$ cat src/sv/cbq_pkg.sv
// ============================================================================
// Cascaded biquad package
// Shared constants, coefficient table and handshake types for the cascaded
// direct form II biquad filter.
// ============================================================================
`default_nettype none

package cbq_pkg;

    localparam int SAMPLE_W          = 16;
    localparam int SIG_FRAC_BITS     = 16;
    localparam int TABLE_FRAC_BITS   = 30;
    localparam int COEF_W            = 32;
    localparam int FIXED_SECTIONS    = 3;
    localparam int COEFS_PER_SECTION = 5;
    localparam int CFG_W             = 2;

    // coefficient slots within a section
    localparam int SLOT_NA2 = 0;
    localparam int SLOT_B2  = 1;
    localparam int SLOT_NA1 = 2;
    localparam int SLOT_B1  = 3;
    localparam int SLOT_B0  = 4;

    // Q1.30 entries, per section: -a2, b2, -a1, b1, b0
    localparam logic signed [COEF_W-1:0] FIXED_COEFS [FIXED_SECTIONS*COEFS_PER_SECTION] = '{
        -32'sd1072233537, 32'sd231534295, 32'sd2145116790, -32'sd461419155, 32'sd231534295,
        -32'sd1066314189, 32'sd230574075, 32'sd2139387623, -32'sd460830000, 32'sd230574075,
        -32'sd1054220872, 32'sd229272523, 32'sd2127730120, -32'sd458316145, 32'sd229272523
    };

    // control bits that travel with a word from one section to the next
    typedef struct packed {
        logic valid;
        logic flag;
    } link_ctl_t;

    // Table entry brought to frac_bits fraction bits, round half up.
    // Sections past the fixed ones pass the signal through unchanged.
    function automatic logic signed [COEF_W-1:0] coef_scaled(input int section,
                                                             input int slot,
                                                             input int frac_bits);
        logic signed [63:0] v;
        int                 s;
        if (section < FIXED_SECTIONS) begin
            v = 64'(FIXED_COEFS[section*COEFS_PER_SECTION + slot]);
        end else if (slot == SLOT_B0) begin
            v = 64'sd1 <<< TABLE_FRAC_BITS;
        end else begin
            v = '0;
        end
        s = TABLE_FRAC_BITS - frac_bits;
        if (s > 0) begin
            v = (v + (64'sd1 <<< (s - 1))) >>> s;
        end
        return v[COEF_W-1:0];
    endfunction

endpackage

`default_nettype wire

$ cat src/sv/cbq_cell.sv
// ============================================================================
// Biquad section cell
// One direct form II section: holds its two delays, forms the delay products
// on a 33x32 multiplier while the upstream word is on its way, then finishes
// w and y once the input word arrives and hands y to the next cell.
// ============================================================================
`default_nettype none

module cbq_cell #(
    parameter int SECTION_INDEX  = 0,
    parameter int COEF_FRAC_BITS = 30,
    parameter int DELAY_WIDTH    = 48
) (
    input  wire                           aclk,
    input  wire                           aresetn,
    input  wire                           start,
    input  wire cbq_pkg::link_ctl_t       x_ctl,
    input  wire logic signed [DELAY_WIDTH-1:0] x_data,
    output cbq_pkg::link_ctl_t            y_ctl,
    output logic signed [DELAY_WIDTH-1:0] y_data
);

    localparam int ACC_W   = DELAY_WIDTH + 34;
    localparam int CHUNK_W = 32;
    localparam int PROD_W  = CHUNK_W + 1 + cbq_pkg::COEF_W;

    localparam logic signed [cbq_pkg::COEF_W-1:0] C_NA2 =
        cbq_pkg::coef_scaled(SECTION_INDEX, cbq_pkg::SLOT_NA2, COEF_FRAC_BITS);
    localparam logic signed [cbq_pkg::COEF_W-1:0] C_B2 =
        cbq_pkg::coef_scaled(SECTION_INDEX, cbq_pkg::SLOT_B2, COEF_FRAC_BITS);
    localparam logic signed [cbq_pkg::COEF_W-1:0] C_NA1 =
        cbq_pkg::coef_scaled(SECTION_INDEX, cbq_pkg::SLOT_NA1, COEF_FRAC_BITS);
    localparam logic signed [cbq_pkg::COEF_W-1:0] C_B1 =
        cbq_pkg::coef_scaled(SECTION_INDEX, cbq_pkg::SLOT_B1, COEF_FRAC_BITS);
    localparam logic signed [cbq_pkg::COEF_W-1:0] C_B0 =
        cbq_pkg::coef_scaled(SECTION_INDEX, cbq_pkg::SLOT_B0, COEF_FRAC_BITS);

    // rounding half is preloaded into both accumulators
    localparam logic signed [ACC_W-1:0] ACC_HALF = ACC_W'(1) <<< (COEF_FRAC_BITS - 1);
    localparam logic signed [DELAY_WIDTH-1:0] D_MAX = {1'b0, {(DELAY_WIDTH-1){1'b1}}};
    localparam logic signed [DELAY_WIDTH-1:0] D_MIN = {1'b1, {(DELAY_WIDTH-1){1'b0}}};

    // delay product steps, two chunks each
    localparam logic [1:0] PP_W2_NA2 = 2'd0;
    localparam logic [1:0] PP_W1_NA1 = 2'd1;
    localparam logic [1:0] PP_W2_B2  = 2'd2;
    localparam logic [1:0] PP_W1_B1  = 2'd3;

    localparam logic [2:0] PRE_LAST = 3'd7;

    typedef enum logic [5:0] {
        CS_IDLE = 6'b000001,
        CS_PRE  = 6'b000010,
        CS_WAIT = 6'b000100,
        CS_WSUM = 6'b001000,
        CS_YMUL = 6'b010000,
        CS_YSUM = 6'b100000
    } cell_state_t;

    cell_state_t state_reg, state_next;
    logic [2:0]  cnt_reg, cnt_next;

    logic signed [DELAY_WIDTH-1:0] w1_reg, w2_reg;
    logic signed [DELAY_WIDTH-1:0] x_reg;
    logic                          xflag_reg;
    logic                          have_x_reg;
    logic signed [ACC_W-1:0]       acc_w_reg, acc_y_reg;
    logic signed [PROD_W-1:0]      prod_reg;
    logic                          pv_reg, pto_y_reg, phi_reg;
    cbq_pkg::link_ctl_t            y_ctl_reg;
    logic signed [DELAY_WIDTH-1:0] y_data_reg;

    logic                               issue;
    logic signed [DELAY_WIDTH-1:0]      op_data;
    logic signed [cbq_pkg::COEF_W-1:0]  op_coef;
    logic                               op_to_y;
    logic signed [63:0]                 op_wide;
    logic signed [CHUNK_W:0]            op_chunk;
    logic signed [PROD_W-1:0]           prod;
    logic signed [ACC_W-1:0]            term;
    logic signed [ACC_W-1:0]            rs_in, rs_sh;
    logic                               rs_ovf;
    logic signed [DELAY_WIDTH-1:0]      rs_val;
    logic                               x_take;

    // ---------------- multiplier operand select ----------------
    assign issue = (state_reg == CS_PRE) || (state_reg == CS_YMUL);

    always_comb begin
        op_data = w1_reg;
        op_coef = C_B0;
        op_to_y = 1'b1;
        if (state_reg == CS_PRE) begin
            case (cnt_reg[2:1])
                PP_W2_NA2: begin
                    op_data = w2_reg;
                    op_coef = C_NA2;
                    op_to_y = 1'b0;
                end
                PP_W1_NA1: begin
                    op_data = w1_reg;
                    op_coef = C_NA1;
                    op_to_y = 1'b0;
                end
                PP_W2_B2: begin
                    op_data = w2_reg;
                    op_coef = C_B2;
                    op_to_y = 1'b1;
                end
                PP_W1_B1: begin
                    op_data = w1_reg;
                    op_coef = C_B1;
                    op_to_y = 1'b1;
                end
                default: begin
                    op_data = w1_reg;
                    op_coef = C_B1;
                    op_to_y = 1'b1;
                end
            endcase
        end
    end

    // low chunk unsigned, high chunk signed
    assign op_wide  = 64'(op_data);
    assign op_chunk = cnt_reg[0] ? {op_wide[63], op_wide[63:CHUNK_W]}
                                 : {1'b0, op_wide[CHUNK_W-1:0]};
    assign prod     = op_chunk * op_coef;

    assign term = phi_reg ? (ACC_W'(prod_reg) <<< CHUNK_W) : ACC_W'(prod_reg);

    // ---------------- shared round and saturate ----------------
    assign rs_in  = (state_reg == CS_WSUM)
                  ? acc_w_reg + (ACC_W'(x_reg) <<< COEF_FRAC_BITS)
                  : acc_y_reg;
    assign rs_sh  = rs_in >>> COEF_FRAC_BITS;
    assign rs_ovf = ~((&rs_sh[ACC_W-1:DELAY_WIDTH-1]) | ~(|rs_sh[ACC_W-1:DELAY_WIDTH-1]));
    assign rs_val = rs_ovf ? (rs_sh[ACC_W-1] ? D_MIN : D_MAX) : rs_sh[DELAY_WIDTH-1:0];

    // take the upstream word only while this cell works on the current sample
    assign x_take = x_ctl.valid && ((state_reg != CS_IDLE) || start);

    // ---------------- sequencer ----------------
    always_comb begin
        state_next = state_reg;
        cnt_next   = cnt_reg;
        case (state_reg)
            CS_IDLE: begin
                if (start) begin
                    state_next = CS_PRE;
                    cnt_next   = '0;
                end
            end
            CS_PRE: begin
                cnt_next = cnt_reg + 3'd1;
                if (cnt_reg == PRE_LAST) begin
                    state_next = CS_WAIT;
                end
            end
            CS_WAIT: begin
                if (have_x_reg && !pv_reg) begin
                    state_next = CS_WSUM;
                end
            end
            CS_WSUM: begin
                state_next = CS_YMUL;
                cnt_next   = '0;
            end
            CS_YMUL: begin
                cnt_next = cnt_reg + 3'd1;
                if (cnt_reg[0]) begin
                    state_next = CS_YSUM;
                end
            end
            CS_YSUM: begin
                if (!pv_reg) begin
                    state_next = CS_IDLE;
                end
            end
            default: begin
                state_next = CS_IDLE;
            end
        endcase
    end

    always_ff @(posedge aclk) begin
        if (!aresetn) begin
            state_reg  <= CS_IDLE;
            cnt_reg    <= '0;
            pv_reg     <= 1'b0;
            have_x_reg <= 1'b0;
            y_ctl_reg  <= '0;
            w1_reg     <= '0;
            w2_reg     <= '0;
        end else begin
            state_reg       <= state_next;
            cnt_reg         <= cnt_next;
            pv_reg          <= issue;
            y_ctl_reg.valid <= (state_reg == CS_YSUM) && !pv_reg;
            if (x_take) begin
                have_x_reg <= 1'b1;
            end else if (state_reg == CS_WSUM) begin
                have_x_reg <= 1'b0;
            end
            if (state_reg == CS_WSUM) begin
                w2_reg <= w1_reg;
                w1_reg <= rs_val;
            end
            if ((state_reg == CS_YSUM) && !pv_reg) begin
                y_ctl_reg.flag  <= xflag_reg | rs_ovf;
            end
        end
    end

    // ---------------- datapath registers ----------------
    always_ff @(posedge aclk) begin
        prod_reg  <= prod;
        pto_y_reg <= op_to_y;
        phi_reg   <= cnt_reg[0];
        if (x_take) begin
            x_reg     <= x_data;
            xflag_reg <= x_ctl.flag;
        end else if (state_reg == CS_WSUM) begin
            xflag_reg <= xflag_reg | rs_ovf;
        end
        if ((state_reg == CS_IDLE) && start) begin
            acc_w_reg <= ACC_HALF;
            acc_y_reg <= ACC_HALF;
        end else if (pv_reg) begin
            if (pto_y_reg) begin
                acc_y_reg <= acc_y_reg + term;
            end else begin
                acc_w_reg <= acc_w_reg + term;
            end
        end
        if ((state_reg == CS_YSUM) && !pv_reg) begin
            y_data_reg <= rs_val;
        end
    end

    assign y_ctl  = y_ctl_reg;
    assign y_data = y_data_reg;

endmodule

`default_nettype wire

$ cat config.mk
export PLATFORM = sky130hd
export DESIGN_NAME = cbq_cell
export DESIGN_NICKNAME = d
export VERILOG_FILES = /design/src/sv/cbq_pkg.sv /design/src/sv/cbq_cell.sv
export SDC_FILE = /design/constraint.sdc
export NUM_CORES = 2
export LEC_CHECK = 0
export BUFFER_PORTS_ARGS = -buffer_cell sky130_fd_sc_hd__buf_2
export CORE_AREA = 2 2 356 358
export CTS_CLUSTER_SIZE = 30
export DETAILED_ROUTE_END_ITERATION = 10
export DIE_AREA = 0 0 358 360
export GPL_ROUTABILITY_DRIVEN = 0
export PLACE_DENSITY = 0.64
export REMOVE_ABC_BUFFERS = 1
export SLEW_MARGIN = 30
export SYNTH_ARGS = -nofsm -noshare
export SYNTH_HDL_FRONTEND = slang
export SYNTH_SLANG_ARGS = --single-unit
$ cat constraint.sdc
create_clock -name aclk -period 19.7 [get_ports aclk]
set_input_delay 5.91 -clock aclk [delete_from_list [all_inputs] [get_ports aclk]]
set_output_delay 5.91 -clock aclk [all_outputs]
set_load 0.1 [all_outputs]
==> results.yml <==
power_and_ir_drop:
  p_seq_frac: 0.234
  vdd_drop_max_mv: 0.0621
  leakagePower_nw: 32.4
  finalPower_mw: 4.66
  p_per_area_nw_per_um2: 70.8
  internal_power_mw: 2.52
  clockPowerShare: 0.216
  combPwrFrac: 0.550
  switchingPower_mw: 2.14
  swShare: 0.459
job:
  maxCapViolations: 0
die:
  rows: 130
  fp.dieW_um: 358
  die_h_um: 360
  core_area_um2: 125000
  initial_core_util: 0.496
  pin_count: 103
  die-area_um2: 129000
sta:
  fin_setup_tns_ps: 0
  setup_viol: 0
  finalHoldViolCount: 0
  fin_crit_sh: 0.601
  fin_skew_ps: 30.1
  timing.hold.ws_ps: 460
  slew_violations: 0
  rsz0062_at_grt: "false"
  max_slew.worst_pin.slew_ps: 1160
  post-route-min-period_ps: 11840
  relSlewSlack: 0.222
  fmax_ghz: 0.0845
placement:
  dp_hpwl_um: 181000
  port_buffers: 102
  placed_cells: 8496
clocking:
  cts_num_sinks: 437
  root_buffer: "clkbuf_16"
  h-tree-depth: 2
  clk_pin_slew_ps: 70
  postCtsSetupBuffers: 0
  clk_latency_ps: 630
  hold_buffers: 0
  cts.path.max_buffers: 3
  cts_tree: "yes"
  ctsResizeCount: 0
  numCtsBuffers: 46
layout:
  n_fill_cell: 11700
  multi_input_area_um2: 46600
  fin_cells: 8584
  drive_gt1_frac: 0.0475
  nets: 8465
  seq_area_um2: 9720
  final_util: 0.527
  area_growth_pct: 6.07
global_routing:
  grt_max_degree: 74
  grt_use_met2: 0.497
  grt_pass1_wl_um: 319000
  overflow: 0
  grt_pass1_vias: 50900
  grt_usage: 0.333
  antenna_found_initial: 2
  met1_usage: 0.431
  grt.busiest_layer: "met2"
  grt.met3_usage: 0.102
routing:
  dr_total_vias: 50300
  drt_iter0_drc: 5534
  ant_nets: 0
  detail_route.first_pass.iterations: 6
  routed_wirelength_um: 215000
  routedWlPerCell_um: 25.0
  viasPerCell: 5.86
  post-route-drc-count: 0
worst_setup_path:
  reg2reg_depth: 30
  crit_required_ps: 20230
  worstPathArrival_ps: 12370
  cp-start-kind: "register"
  rr_endpoint: "prod_reg[64]$_DFF_P_"
  end_kind: "register"
  cpPeakStageDelay_ps: 750
  path_class: "register to register"
  cp-startpoint: "state_reg[5]$_SDFFE_PN0P_"
  rrSetupSlack_ps: 7860
  cp_common_cell: "fa_1"
  r2r-start: "state_reg[5]$_SDFFE_PN0P_"
  cp_slowest_cell: "nor2_1"
  cp_max_fo: 17
logic_synthesis:
  synthTopCellsByArea: "fa_1, dfxtp_1, ha_1"
  syn_area_um2: 62000
  synth_ff_type: "dfxtp_1"
  synth_top_area_frac: 0.341
  synth_edf_count: 97
  ys_async_sr_fraction: 0
  synth.distinct_cells: 91
  postSynthAreaPerCell_um2: 8.93
  synth-seq-area-share: 0.157
  yosys-top-cells-count: "inv_1, fa_1, nand2_1, ha_1, a21oi_1"
  yosysWarningCount: 0
  ys_ff_latch: 437
  yosysMostFrequentCell: "inv_1"
  synth_top_area_cell: "fa_1"
  syn_inst: 6947
hold_path:
  hold_class: "register to register"
  min_to: "acc_w_reg[15]$_SDFFE_PP0P_"
  hold_depth: 2
  hold_start: "acc_w_reg[15]$_SDFFE_PP0P_"
status:
  status: "completed"
## cells by family after synthesis
| kind of cell | share of synthesized area |
|---|---|
| fa+ha+maj | 0.434 |
| xor+xnor | 0.0401 |
| compound gates | 0.138 |
| buf+inv | 0.0941 |
| simple gates | 0.124 |
| flops | 0.157 |
| mux | 0.0130 |
## worst max-delay path: cells and delay by family, from the launching register on
kind | cells | cell delay (ps)
adders and majority gates | 9 | 4370
AOI/OAI and AO/OA | 9 | 3350
and+or+nand+nor | 6 | 2450
buffers and inverters | 4 | 800
DFF | 1 | 350
muxes | 1 | 260
xor gates and xnor gates | 1 | 150
## stage by stage
step           worst slack, ps  area [µm²]
2_1_floorplan             6810       61000
3_3_place_gp              8120       64000
3_5_place_dp              7950       64100
4_1_cts                   7960       65800
5_1_grt                   7270       65800
6_report                  7860       65800
## placed cells by master (no fill, tap or decap), types with 21 or more instances in the layout
cell type and n:
a211oi_1 39, a21boi_0 62, a21o_1 195, a21oi_1 436, a221o_1 36, a31oi_1 52, and2_1 25, and3_1 40
buf_2 102, buf_4 47, clkbuf_16 49, dfxtp_1 339, edfxtp_1 97, fa_1 1057, ha_1 461, inv_1 1283
mux2_2 34, mux2i_1 42, nand2_1 872, nand2b_1 30, nand3_1 107, nand4_1 53, nor2_1 411, nor2b_1 62
nor3_1 54, o211ai_1 30, o21a_1 49, o21ai_0 211, o21bai_1 51, or3_1 21, xnor2_1 184, xor2_1 97
## layout make-up
class	instances	share of cell area
Antenna cell	2	0.0000761
Clock buffer	58	0.0198
Inverter	1295	0.0739
Tap cell	1650	0.0314
Multi-Input combinational cell	4965	0.708
Timing Repair Buffer	149	0.0131
Sequential cell	437	0.148
Clock inverter	28	0.00612
## power by group through the flow
stage	logic [mW]	clock network, mW	registers [mW]
after global routing	2.79	1.05	1.09
after CTS	2.50	1.02	1.08
after floorplan	1.69	0	1.04
after detailed placement	2.48	0	1.10
final	2.56	1.01	1.09
after global placement	2.45	0	1.10
## how the worst max path moves through the flow
stage | to | slack [ps] | cells past startpoint
global route | prod_reg[64]$_DFF_P_ | 7270 | 30
global placement | prod_reg[63]$_DFF_P_ | 8120 | 32
CTS | prod_reg[64]$_DFF_P_ | 7960 | 30
floorplan | prod_reg[63]$_DFF_P_ | 6810 | 31
finish | prod_reg[64]$_DFF_P_ | 7860 | 30
detailed placement | prod_reg[64]$_DFF_P_ | 7950 | 30
## per-layer routing
layer	wire (µm)	up-vias	share of wire
met5	12	-	0.000056
met4	14700	2	0.068
met3	24800	614	0.12
met2	92000	2729	0.43
met1	83200	24700	0.39
li1	-	22200	-
No activity file was read; power rests on OpenSTA's default activity.
